<file path="src/h4fd_pkg.sv">
// Shared types, constants and helpers for the H4 frame delimiter.
`default_nettype none

package h4fd_pkg;

  localparam int unsigned FRAME_MAX_DEF = 264;

  localparam int unsigned BYTE_W  = 8;
  localparam int unsigned OFF_W   = 9;
  localparam int unsigned KIND_W  = 3;
  localparam int unsigned TOTAL_W = 17;
  localparam int unsigned HDR_W   = 3;

  localparam logic [BYTE_W-1:0] KIND_CMD = 8'h01;
  localparam logic [BYTE_W-1:0] KIND_ACL = 8'h02;
  localparam logic [BYTE_W-1:0] KIND_SCO = 8'h03;
  localparam logic [BYTE_W-1:0] KIND_EVT = 8'h04;
  localparam logic [BYTE_W-1:0] KIND_ISO = 8'h05;

  localparam logic [15:0] ISO_LEN_MASK = 16'h3fff;

  // Offset of the low length byte in a two-byte length header.
  localparam logic [OFF_W-1:0] LEN_LOW_OFF = 9'd3;

  typedef enum logic [1:0] {
    ST_PENDING  = 2'd0,
    ST_COMPLETE = 2'd1,
    ST_UNKNOWN  = 2'd2,
    ST_OVERSIZE = 2'd3
  } status_t;

  typedef struct packed {
    logic [OFF_W-1:0]   bytes_held;
    logic [KIND_W-1:0]  packet_kind;
    logic [BYTE_W-1:0]  length_low_byte;
    logic [TOTAL_W-1:0] expected_total;
    logic               total_known;
  } frame_state_t;

  typedef struct packed {
    logic [BYTE_W-1:0]  byte_out;
    logic [OFF_W-1:0]   byte_offset;
    status_t            status;
    logic [TOTAL_W-1:0] frame_total;
  } frame_result_t;

  // Header bytes that follow the type byte; zero marks an unknown type.
  function automatic logic [HDR_W-1:0] hdr_size(input logic [BYTE_W-1:0] kind);
    logic [HDR_W-1:0] size;
    case (kind)
      KIND_CMD: size = 3'd3;
      KIND_ACL: size = 3'd4;
      KIND_SCO: size = 3'd3;
      KIND_EVT: size = 3'd2;
      KIND_ISO: size = 3'd4;
      default:  size = 3'd0;
    endcase
    return size;
  endfunction

endpackage

`default_nettype wire

</file>
<file path="src/h4fd_core.sv">
// Per-byte deframing logic: result and next frame state for one byte.
`default_nettype none

module h4fd_core
  import h4fd_pkg::*;
#(
  parameter int unsigned FRAME_MAX = FRAME_MAX_DEF
) (
  input  logic [BYTE_W-1:0] data_byte,
  input  frame_state_t      st,
  output frame_result_t     res,
  output frame_state_t      st_nxt
);

  logic [OFF_W-1:0]   off;
  logic [HDR_W-1:0]   b_hdr;
  logic [HDR_W-1:0]   hdr;
  logic [KIND_W-1:0]  kind;
  logic [BYTE_W-1:0]  low;
  logic [TOTAL_W-1:0] exp_total;
  logic               known;
  logic               wide_len;
  logic [15:0]        plen;
  logic [OFF_W-1:0]   held;

  always_comb begin
    off       = st.bytes_held;
    b_hdr     = hdr_size(data_byte);
    st_nxt    = st;
    res.byte_out    = data_byte;
    res.byte_offset = off;
    res.status      = ST_PENDING;
    res.frame_total = '0;
    kind      = st.packet_kind;
    hdr       = hdr_size({{(BYTE_W-KIND_W){1'b0}}, st.packet_kind});
    low       = st.length_low_byte;
    exp_total = st.expected_total;
    known     = st.total_known;
    wide_len  = 1'b0;
    plen      = '0;
    held      = '0;

    if (off >= OFF_W'(FRAME_MAX)) begin
      st_nxt     = '0;
      res.status = ST_OVERSIZE;
    end else if (off == '0 && b_hdr == '0) begin
      res.status = ST_UNKNOWN;
    end else begin
      // The type byte opens a fresh frame.
      if (off == '0) begin
        kind      = data_byte[KIND_W-1:0];
        hdr       = b_hdr;
        low       = '0;
        exp_total = '0;
        known     = 1'b0;
      end
      wide_len = (kind == KIND_ACL[KIND_W-1:0]) || (kind == KIND_ISO[KIND_W-1:0]);
      if (off == LEN_LOW_OFF && wide_len) begin
        low = data_byte;
      end
      if (off != '0 && off == {{(OFF_W-HDR_W){1'b0}}, hdr}) begin
        if (kind == KIND_ACL[KIND_W-1:0]) begin
          plen = {data_byte, low};
        end else if (kind == KIND_ISO[KIND_W-1:0]) begin
          plen = {data_byte, low} & ISO_LEN_MASK;
        end else begin
          plen = {8'd0, data_byte};
        end
        exp_total = TOTAL_W'(1) + TOTAL_W'(hdr) + TOTAL_W'(plen);
        known     = 1'b1;
      end
      held = off + OFF_W'(1);
      if (known && TOTAL_W'(held) >= exp_total) begin
        res.status      = ST_COMPLETE;
        res.frame_total = exp_total;
        st_nxt          = '0;
      end else begin
        st_nxt.bytes_held      = held;
        st_nxt.packet_kind     = kind;
        st_nxt.length_low_byte = low;
        st_nxt.expected_total  = exp_total;
        st_nxt.total_known     = known;
      end
    end
  end

endmodule

`default_nettype wire

</file>
<file path="src/h4_frame_delimiter.sv">
// Top level of the H4 frame delimiter: input register, deframer, result register.
// A byte taken passes through the input register and then the result register to the result port.
// Throughput: one byte per cycle; the input stalls only while both registers hold a byte
// and the waiting result is itself stalled.
// The frame state is updated in the same cycle the input register hands over a byte.
// Reset (rst_n low, synchronous) empties both registers and clears the frame state.
`default_nettype none

module h4_frame_delimiter
  import h4fd_pkg::*;
#(
  parameter int unsigned FRAME_MAX = FRAME_MAX_DEF
) (
  input  logic               clk,
  input  logic               rst_n,
  input  logic               in_valid,
  output logic               in_stall,
  input  logic [BYTE_W-1:0]  in_data_byte,
  output logic               out_valid,
  input  logic               out_stall,
  output logic [BYTE_W-1:0]  out_byte_out,
  output logic [OFF_W-1:0]   out_byte_offset,
  output logic [1:0]         out_status,
  output logic [TOTAL_W-1:0] out_frame_total
);

  logic              s1_valid_r;
  logic [BYTE_W-1:0] s1_data_r;
  logic              res_valid_r;
  frame_result_t     res_r;
  frame_result_t     res_nxt;
  frame_state_t      st_r;
  frame_state_t      st_nxt;
  logic              advance;

  // The input register moves on whenever the result register is free or drains now.
  assign advance  = s1_valid_r && (!res_valid_r || !out_stall);
  assign in_stall = s1_valid_r && !advance;

  h4fd_core #(
    .FRAME_MAX(FRAME_MAX)
  ) u_core (
    .data_byte(s1_data_r),
    .st       (st_r),
    .res      (res_nxt),
    .st_nxt   (st_nxt)
  );

  always_ff @(posedge clk) begin
    if (!rst_n) begin
      s1_valid_r  <= 1'b0;
      res_valid_r <= 1'b0;
      st_r        <= '0;
    end else begin
      if (in_valid && !in_stall) begin
        s1_valid_r <= 1'b1;
      end else if (advance) begin
        s1_valid_r <= 1'b0;
      end
      if (advance) begin
        res_valid_r <= 1'b1;
        st_r        <= st_nxt;
      end else if (!out_stall) begin
        res_valid_r <= 1'b0;
      end
    end
  end

  always_ff @(posedge clk) begin
    if (in_valid && !in_stall) begin
      s1_data_r <= in_data_byte;
    end
    if (advance) begin
      res_r <= res_nxt;
    end
  end

  assign out_valid       = res_valid_r;
  assign out_byte_out    = res_r.byte_out;
  assign out_byte_offset = res_r.byte_offset;
  assign out_status      = res_r.status;
  assign out_frame_total = res_r.frame_total;

  a_held_bound: assert property (@(posedge clk) disable iff (!rst_n)
    st_r.bytes_held <= OFF_W'(FRAME_MAX))
    else $error("frame byte count above the frame limit");

  a_total_unknown_zero: assert property (@(posedge clk) disable iff (!rst_n)
    !st_r.total_known |-> st_r.expected_total == '0)
    else $error("expected total set before the header is complete");

  a_total_only_complete: assert property (@(posedge clk) disable iff (!rst_n)
    res_valid_r && res_r.status != ST_COMPLETE |-> res_r.frame_total == '0)
    else $error("frame total on a result that does not end a frame");

  a_frame_end_clears: assert property (@(posedge clk) disable iff (!rst_n)
    advance && (res_nxt.status == ST_COMPLETE || res_nxt.status == ST_OVERSIZE)
    |=> st_r.bytes_held == '0)
    else $error("frame state not cleared after a frame ended");

  a_stall_needs_item: assert property (@(posedge clk) disable iff (!rst_n)
    in_stall |-> s1_valid_r && res_valid_r)
    else $error("input stalled with room in the pipeline");

endmodule

`default_nettype wire

</file>
<file path="config.mk">
export PLATFORM = sky130hd
export DESIGN_NAME = h4_frame_delimiter
export DESIGN_NICKNAME = d
export VERILOG_FILES = /design/src/h4fd_pkg.sv /design/src/h4fd_core.sv /design/src/h4_frame_delimiter.sv
export SDC_FILE = /design/constraint.sdc
export NUM_CORES = 1
export LEC_CHECK = 0
export BUFFER_PORTS_ARGS = -buffer_cell sky130_fd_sc_hd__buf_2
export CAP_MARGIN = 5
export CORE_ASPECT_RATIO = 2
export CORE_UTILIZATION = 55
export CTS_CLUSTER_SIZE = 8
export DETAILED_ROUTE_END_ITERATION = 12
export PLACE_DENSITY = 0.84
export SETUP_SLACK_MARGIN = 0.02
export SKIP_LAST_GASP = 1
export SLEW_MARGIN = 15
export SYNTH_ARGS = -nofsm -noshare
export SYNTH_HDL_FRONTEND = slang
export SYNTH_SLANG_ARGS = --single-unit
</file>
<file path="constraint.sdc">
create_clock -name clk -period 7.4 [get_ports clk]
set_input_delay 1.48 -clock clk [delete_from_list [all_inputs] [get_ports clk]]
set_output_delay 1.48 -clock clk [all_outputs]
set_load 0.01 [all_outputs]
</file>
=== Yosys cells after proc, flatten, opt, wreduce, memory -nomap -nowiden ===
Cells that the tools add are included.
Widths: inputs -> output; s select.

* Register bits after elaboration: 84
* Bits in latches: 0
* Bits in writable memories: 0
* Memory bits (read-only): 0
* Bits of input ports: 12
* Output and inout port bits: 38
* Memories: 0

* Add/sub/neg operators: 3
* Multipliers: 0
* Divide/modulo/power cells: 0
* $lt $le $gt $ge: 2
* Equality and inequality tests: 16
* Shift-type cells: 0
* Multiplexer cells: 32
* Bitwise operators: 1
* Reduce and logical (&&, ||, !) cells: 24

{| class="wikitable"
|+ Operators by type and width
! kind !! number
|-
| $mux 38 || 3
|-
| $mux 17 || 4
|-
| $mux 16 || 4
|-
| $mux 18 || 1
|-
| $mux 3 || 6
|-
| $pmux 3 s3 || 2
|-
| $add 17x16->17 || 1
|-
| $ge 9x17->1 || 1
|-
| $eq 8x2->1 const B || 2
|-
| $eq 8x3->1 const B || 2
|-
| $mux 8 || 2
|-
| $mux 14 || 1
|-
| $reduce_or 2->1 || 5
|-
| $add 9x1->9 const B || 1
|-
| $eq 3x2->1 const B || 3
|-
| $eq 3x3->1 const B || 3
|-
| $eq 9x2->1 const B || 1
|-
| $eq 9x3->1 || 1
|-
| $ge 9x9->1 const B || 1
|-
| $logic_not 9->1 || 1
|-
| $mux 1 || 9
|-
| $reduce_bool 9->1 || 1
|-
| $eq 8x1->1 const B || 1
|-
| $logic_and 1x1->1 || 7
|-
| other kinds (10) || 15
|}

=== Depth between registers and ports, before layout ===
Gate-level depths: netlist of the first run.

* Word-level depth: 25
* Mapped depth: 32
* Depth with buffers taken out: 28

=== Cells and area by module ===
A second synthesis of the first run with hierarchy kept.

* Cells, all modules: 612
* Area total of the unflattened synthesis: 5430.2 um^2

{| class="wikitable"
|+ Modules (own cells, without submodules)
! module !! instances !! cells each !! area each (um^2) !! sequential area each (um^2)
|-
| h4_frame_delimiter || 1 || 217 || 2912.8 || 2122.0
|-
| h4fd_core || 1 || 395 || 2517.4 || 0.0
|}

=== Least setup slack after synthesis of the first run ===
No wires, ideal clock.

* Path type: register to register
* Start: register st_r[29] (netlist bit)
* End: register st_r[20] (netlist bit)
* Setup time: 0.117 ns
* Data arrival time: 6.000 ns
* Data required time: 7.283 ns
* Setup slack: 1.283 ns
* Cell stages (with the launch flop): 33
* Cell sequence: dfxtp_1 inv_1 ha_1 nor4b_1 nand2_1 clkbuf_1 clkbuf_1 clkbuf_1 nand3_1 o21ai_0 ha_1 inv_1 fa_1 nand2b_1 a21oi_1 nand4_1 mux2_4 xnor2_1 nor2_1 a31oi_1 ha_1 nand4_1 nand3_1 a31o_2 a21oi_1 o31ai_1 a31oi_1 a2111oi_2 nand4b_2 o21a_4 and3_4 buf_6 a22o_1

* Longest elaborated chain between the ends: 22

{| class="wikitable"
|+ RTL lines
! what !! RTL line !! RTL
|-
| start: declaration || h4_frame_delimiter.sv:32 || <nowiki>frame_state_t st_r;</nowiki>
|-
| start signal: assignment || h4_frame_delimiter.sv:62 || <nowiki>st_r <= st_nxt;</nowiki>
|-
| $logic_not 9->1 || h4fd_core.sv:46, h4fd_core.sv:50 ||
|-
| $mux 3 || h4fd_core.sv:50 || <nowiki>if (off == '0) begin</nowiki>
|-
| $mux 3 || h4fd_core.sv:46 || <nowiki>end else if (off == '0 && b_hdr == '0) begin</nowiki>
|-
| $mux 3 || h4fd_core.sv:43 || <nowiki>if (off >= OFF_W'(FRAME_MAX)) begin</nowiki>
|-
| $eq 3x2->1 / $eq 3x3->1 (equally long branches) || h4fd_core.sv:57, h4fd_core.sv:62, h4fd_core.sv:64 ||
|-
| $logic_or 1x1->1 || h4fd_core.sv:57 || <nowiki>wide_len = (kind == KIND_ACL[KIND_W-1:0]) || (kind == KIND_ISO[KIND_W-1:0]);</nowiki>
|-
| $logic_and 1x1->1 || h4fd_core.sv:58 || <nowiki>if (off == LEN_LOW_OFF && wide_len) begin</nowiki>
|-
| $mux 8 || h4fd_core.sv:58 ||
|-
| [... 6 more ...] || -- ||
|-
| $mux 17 || h4fd_core.sv:61 || <nowiki>if (off != '0 && off == {{(OFF_W-HDR_W){1'b0}}, hdr}) begin</nowiki>
|-
| $mux 17 || h4fd_core.sv:46 ||
|-
| $mux 17 || h4fd_core.sv:43 ||
|-
| $ge 9x17->1 || h4fd_core.sv:73 || <nowiki>if (known && TOTAL_W'(held) >= exp_total) begin</nowiki>
|-
| $logic_and 1x1->1 || h4fd_core.sv:73 ||
|-
| $mux 38 || h4fd_core.sv:73 ||
|-
| $mux 38 || h4fd_core.sv:46 ||
|-
| $mux 38 || h4fd_core.sv:43 ||
|}

Several ways; a longest one is shown, not always the timed one. The select of a mux whose other input is x is not followed.
A chain may end at the register's enable or synchronous reset.

=== Worst setup path in the final report of the first run ===
* Start: register st_r[29] (netlist bit)
* End: register res_r, in the netlist out_frame_total[0] (data pin)

* Longest elaborated chain between the ends: 21

{| class="wikitable"
|+ RTL lines
! what !! RTL line !! RTL
|-
| $logic_not 9->1 || h4fd_core.sv:46, h4fd_core.sv:50 ||
|-
| $mux 3 || h4fd_core.sv:50 ||
|-
| $mux 3 || h4fd_core.sv:46 ||
|-
| $mux 3 || h4fd_core.sv:43 ||
|-
| $eq 3x2->1 / $eq 3x3->1 (equally long branches) || h4fd_core.sv:57, h4fd_core.sv:62, h4fd_core.sv:64 ||
|-
| $logic_or 1x1->1 || h4fd_core.sv:57 ||
|-
| $logic_and 1x1->1 || h4fd_core.sv:58 ||
|-
| $mux 8 || h4fd_core.sv:58 ||
|-
| [... 5 more ...] || -- ||
|-
| $add 17x16->17 || h4fd_core.sv:69 || <nowiki>exp_total = TOTAL_W'(1) + TOTAL_W'(hdr) + TOTAL_W'(plen);</nowiki>
|-
| $mux 17 || h4fd_core.sv:61 ||
|-
| $mux 17 || h4fd_core.sv:46 ||
|-
| $mux 17 || h4fd_core.sv:43 ||
|-
| $ge 9x17->1 || h4fd_core.sv:73 ||
|-
| $logic_and 1x1->1 || h4fd_core.sv:73 ||
|-
| $not 1->1 (no source line) || -- ||
|-
| $reduce_or 3->1 (no source line) || -- ||
|-
| end signal: assignment || h4_frame_delimiter.sv:74 || <nowiki>res_r <= res_nxt;</nowiki>
|-
| end: declaration || h4_frame_delimiter.sv:30 || <nowiki>frame_result_t res_r;</nowiki>
|}

Several ways; a longest one is shown, not always the timed one. The select of a mux whose other input is x is not followed.

==> results.ini, run 1 <==
[run_status]
status=finished clean

[timing]
tns_ps=0
relSlewSlack=0.353
hold_viol_final=0
rsz0062_at_grt=no
whs_ps=459
fmax_mhz=149
setup_viol=0
post-route-min-period_ps=6700
skew_ps=5.44
post-route-period-util=0.905
tightestPinTransition_ps=969
slew_viol_final=0

[floorplanning]
die_y_um=132
core_um2=8000
num_rows=46
die_w_um=66.8
pin_count=50
die_area_um2=8780
initial_utilization=0.577

[global_route]
grt_pass1_vias=3996
grt_max_degree=38
grt_use_total=0.316
busiest_layer=met2
grt-ovfl-total=0
grtUsageMet2=0.539
grt_pass1_wl_mm=20.1
use_met3=0.0634
antenna_found_initial=0
use_met1=0.305

[clocking]
cts_buffers=9
cts_tree=done
clk_latency_ps=340
root_buffer=clkbuf_16
h-tree-depth=3
post-cts-setup-buffer-count=0
clock_sinks=84
clkTransAtPathRegs_ps=60
postCtsHoldBufs=0
cts_buffer_depth=2

[layout]
layout.nets=558
drive_gt1_frac=0.178
postLayoutCellArea_um2=5270
final_cell_mix=nor2_1 (50), buf_2 (49), nand2_1 (46), edfxtp_1 (44), dfxtp_1 (40)
mostFrequentLayoutCell=nor2_1
fillCellCount=642
area_growth_pct=14.1
antenna_cells=0

[synth]
synth.cell_area_um2=4620
yosysUniqueCellTypes=76
synthCells=480
synth_compound_area_frac=0.188
yosysSeqAreaShare=0.460
synthFlopType=edfxtp_1
synthXorXnorAreaFrac=0.0339
synth_edf_count=44
async_reset_ff_frac=0
synth_fa_ha_area_frac=0.0450
yosys-mux-area-fraction=0.0179
ys_warn_count=0
syn_area_per_cell_um2=9.62
synth_top_family_by_area=simple AND/OR/NAND/NOR gates
synth_seq_cells=84
yosys.area_share.simple=0.217

[routing]
drtIter0Drc=337
vias_per_cell=6.41
drt_pass1_iterations=5
num_vias=4039
drcViolationCount=0
totalWireLength_mm=12.8
ant_nets=0
wl_per_cell_um=20.4

[min_path]
min_path_cells=2
hold_class=flip-flop to flip-flop
whs_endpoint=st_r[9]
hp-start=st_r[9]

[worst_setup_path]
timing.critical_path.max_delay_family=simple AND/OR/NAND/NOR gates
path_buf_inv=2
cp_max_fo=10
cp_slowest_cell=mux2_2
r2r-end=out_frame_total[0]
path_class=flip-flop to flip-flop
endpoint_kind=flip-flop
reg2reg_slack_ps=700
crit_path_max_incr_delay_ps=440
cp_common_cell=ha_1
reg2reg_depth=27
worstPathArrival_ps=6880
start_kind=flip-flop
r2r_start=st_r[29]
cp.required_ps=7580

[run]
cap_violations=0

[placement]
io_buffers=49
dp_hpwl_mm=9.58
placed_cell_area_um2=4940
place_congestion=0.998

[power_and_ir_drop]
ir_worst_vdd_mv=0.153
leakagePower_uw=0.00203
powerDensity_nw_per_um2=201
p_total_uw=1060

## final cells by class
class / count / area, µm² / share of cell area
Timing Repair Buffer: 54 / 283 / 0.0537
Clock inverter: 4 / 75.1 / 0.0143
Multi-Input combinational cell: 363 / 2360 / 0.447
Inverter: 18 / 67.6 / 0.0128
Tap cell: 96 / 120 / 0.0228
Clock buffer: 11 / 243 / 0.0461
Sequential cell: 84 / 2120 / 0.403
## through the flow
| step | std cells | utilization | setup slack, ps |
|---|---|---|---|
| CTS | 630 | 0.657 | 530 |
| floorplan | 488 | - | 1280 |
| finish | 630 | 0.658 | 702 |
| global route | 630 | 0.658 | 89.1 |
| global placement | 615 | 0.617 | 855 |
| detailed placement | 615 | 0.617 | 583 |
## metal layers
layer / share of wire / wire, µm
met5: 0 / 0
met4: 0.089 / 1150
met3: 0.054 / 697
met2: 0.53 / 6800
met1: 0.33 / 4180
## cells by family after synthesis
kind of cell | count (synthesis)
AOI/OAI and AO/OA | 122
xor gates and xnor gates | 17
adders and majority gates | 16
buffers and inverters | 41
DFF | 84
muxes | 7
other | 1
and+or+nand+nor | 192
## how the worst max path moves through the flow
stage               startpoint                  to  slack (ps)  cells after the start
global placement      st_r[29]  out_frame_total[0]         850                     27
CTS                   st_r[29]  out_frame_total[0]         530                     27
finish                st_r[29]  out_frame_total[0]         700                     27
detailed placement    st_r[29]  out_frame_total[0]         580                     27
global route          st_r[29]  out_frame_total[0]          90                     27
floorplan             st_r[29]            st_r[20]        1280                     32
## cell usage after synthesis (all sizes together), types with 3 or more instances
library cell   n  share of area
mux2i          3         0.0065
buf            8          0.012
a32o           4         0.0089
o211ai         4         0.0065
nor2b          5         0.0068
mux2           4          0.011
nand2b        13          0.018
a211oi         5         0.0081
nor3b          4         0.0065
xor2           5         0.0095
ha            15          0.041
nor4           5          0.013
o21ai         24          0.026
clkbuf        15          0.012
inv           18          0.015
o211a          3         0.0081
xnor2         12          0.024
nand4          3         0.0041
nor2          51          0.042
a31oi         10          0.014
nand3b         3         0.0049
a22o           7          0.013
a22oi         14          0.023
nor3           6         0.0065
edfxtp        44           0.29
dfxtp         40           0.17
nand3         25          0.027
a21oi         26          0.028
and3           9          0.013
and2           5         0.0073
or2            5         0.0068
nand2         47          0.039
## power by group
group / switching, µW / total, µW / internal, µW
Sequential: 7.58 / 510 / 502
Combinational: 45.2 / 68.9 / 23.7
Clock: 177 / 480 / 303
## repair_timing
item / 4_1_cts / 5_1_grt
resized for setup: 0 / 2
hold endpoints to repair: 0 / 0
setup endpoints to repair: 0 / 20
## worst register-to-register path: cells and delay by family, from the launching register on
kind	cells	cell delay (ps)
AOI/OAI and AO/OA	8	1620
buffers and inverters	2	220
xor gates and xnor gates	1	170
muxes	2	740
DFF	1	410
and+or+nand+nor	10	2040
adders and majority gates	4	1340
## registers in the layout, summed over array words and instances, names as in the netlist
register         flops
out_valid            1
out_status           2
s1_valid_r           1
st_r                38
s1_data_r            8
out_byte_out         8
out_byte_offset      9
out_frame_total     17
(Power assumes the default switching activity.)
==> inputs of run 2 (changes only) <==
- PLACE_DENSITY: 0.84 -> 0.75
==> run 2 against run 1 <==
Net effect: sequential share of layout area is 0.16 points lower; cell count increased by 0.63%; sequential power about the same; core utilization up 0.27 points; via count down 0.32%; die area is the same; critical path type unchanged.
==> results.ini, run 2 (synthesis results as in run 1) <==
[placement]
dp.cells=618  ; +0.49%
io_buffers=49  ; unchanged
place_congestion=0.972  ; -2.5%
dp_hpwl_mm=9.47  ; -1.1%

[global_route]
grt_pass1_wl_mm=20.2  ; +0.52%
antenna_found_initial=0  ; unchanged
grt_pass1_vias=3984  ; -0.30%
grt-ovfl-total=0  ; unchanged
grt_use_total=0.315  ; -0.00130
grt_max_degree=38  ; unchanged

[floorplanning]
die_y_um=132  ; unchanged
die_w_um=66.8  ; unchanged
initial_utilization=0.577  ; unchanged
num_rows=46  ; unchanged
core_um2=8000  ; unchanged
pin_count=50  ; unchanged
die_area_um2=8780  ; unchanged

[timing]
tns_ps=0  ; unchanged
post-route-period-util=0.924  ; +0.0189
skew_ps=7.28  ; +1.84 ps
slew_viol_final=0  ; unchanged
hold_viol_final=0  ; unchanged
rsz0062_at_grt=no
setup_viol=0  ; unchanged
relSlewSlack=0.475  ; +0.122
post-route-min-period_ps=6840  ; +140 ps
tightestPinTransition_ps=785  ; -184 ps
fmax_mhz=146  ; -2.0%

[routing]
vias_per_cell=6.35  ; -0.95%
drcViolationCount=0  ; unchanged
num_vias=4026  ; -0.32%
totalWireLength_mm=12.8  ; about the same
ant_nets=0  ; unchanged
drt_pass1_iterations=6  ; +1
wl_per_cell_um=20.2  ; -0.64%
drtIter0Drc=355  ; +5.3%

[layout]
area_growth_pct=14.6
final_cell_mix=nor2_1 (50), buf_2 (49), nand2_1 (45), edfxtp_1 (44), dfxtp_1 (40)
drive_gt1_frac=0.182  ; +0.00425
fin_cells=634  ; +0.63%
largest_reg_flops=38  ; unchanged
fillCellCount=666  ; +3.7%
mostFrequentLayoutCell=nor2_1
layout.nets=561  ; +0.54%
multiInputGateArea_um2=2350  ; -0.32%
register_area_um2=2120  ; unchanged
top_register=st_r
final_util=0.661  ; +0.00266
antenna_cells=0  ; unchanged

[power_and_ir_drop]
leakagePower_uw=0.00205  ; +1.1%
powerDensity_nw_per_um2=201  ; about the same
p_total_uw=1060  ; +0.32%
ir_worst_vdd_mv=0.153  ; +0.40%

[min_path]
hold_class=flip-flop to flip-flop

[clocking]
cts_buffer_depth=2  ; unchanged
h-tree-depth=3  ; unchanged
root_buffer=clkbuf_16
cts_buffers=9  ; unchanged
clk_latency_ps=340  ; about the same
postCtsHoldBufs=0  ; unchanged
clock_sinks=84  ; unchanged
clkTransAtPathRegs_ps=60  ; about the same
cts_tree=done

[worst_setup_path]
cp.required_ps=7620  ; +40 ps
start_kind=flip-flop
path_class=flip-flop to flip-flop
worstPathArrival_ps=7060  ; +180 ps
crit_path_max_incr_delay_ps=500  ; +60 ps
cp_max_fo=9  ; -1
endpoint_kind=flip-flop
cp_slowest_cell=nor4b_1
cp_common_cell=ha_1

[run_status]
status=finished clean

[run]
cap_violations=0  ; unchanged

==> run 2: worst max-delay path, delay by kind of cell (launching register included) <==
| kind | cells | cell delay, ps |
|---|---|---|
| mux | 2 | 780 |
| simple gates | 9 | 1840 |
| flops | 1 | 400 |
| xor+xnor | 1 | 180 |
| buf+inv | 3 | 360 |
| fa+ha+maj | 4 | 1340 |
| compound gates | 9 | 1810 |
==> run 2: final timing paths <==
| check | to | start | slack [ps] | depth (start not counted) |
|---|---|---|---|---|
| min reg2reg | st_r[8] | st_r[8] | 460 | 2 |
| max | st_r[27] | st_r[29] | 560 | 28 |
| min | st_r[8] | st_r[8] | 460 | 2 |
| max reg2reg | st_r[27] | st_r[29] | 560 | 28 |
==> run 2: cell type report <==
class                   instances  share of cell area
flip-flops and latches         84               0.401
clock buffers                   9              0.0426
inverters                      18              0.0128
clock inverters                 7              0.0187
well taps                      96              0.0227
repair buffers                 57              0.0577
multi-input cells             363               0.444
==> run 2: per-stage QoR <==
step                      hold WS [ps]  area [µm²]  worst slack, ps
after floorplan                    403        4650             1280
after global placement             441        4960              873
after detailed placement           451        4960              710
after CTS                          459        5290              648
after global routing               483        5290             27.8
final                              463        5290              562
==> run 2: what timing repair did <==
item	4_1_cts	5_1_grt
buffers inserted	0	0
setup endpoints to repair	0	1
resized for setup	0	1
==> run 2: per-layer routing <==
layer / wire length, µm / GRT usage
met5: 0 / 0
met4: 1010 / 0.247
met3: 711 / 0.0556
met2: 6850 / 0.542
met1: 4250 / 0.315
==> run 2: power by group <==
| part | internal [µW] | leakage [µW] | switching (µW) | total, µW |
|---|---|---|---|---|
| Combinational | 24.7 | 0.00116 | 46.3 | 71.0 |
| Sequential | 502 | 0.000739 | 7.30 | 509 |
| Clock | 297 | 0.000158 | 184 | 481 |
| Total | 824 | 0.00205 | 238 | 1060 |
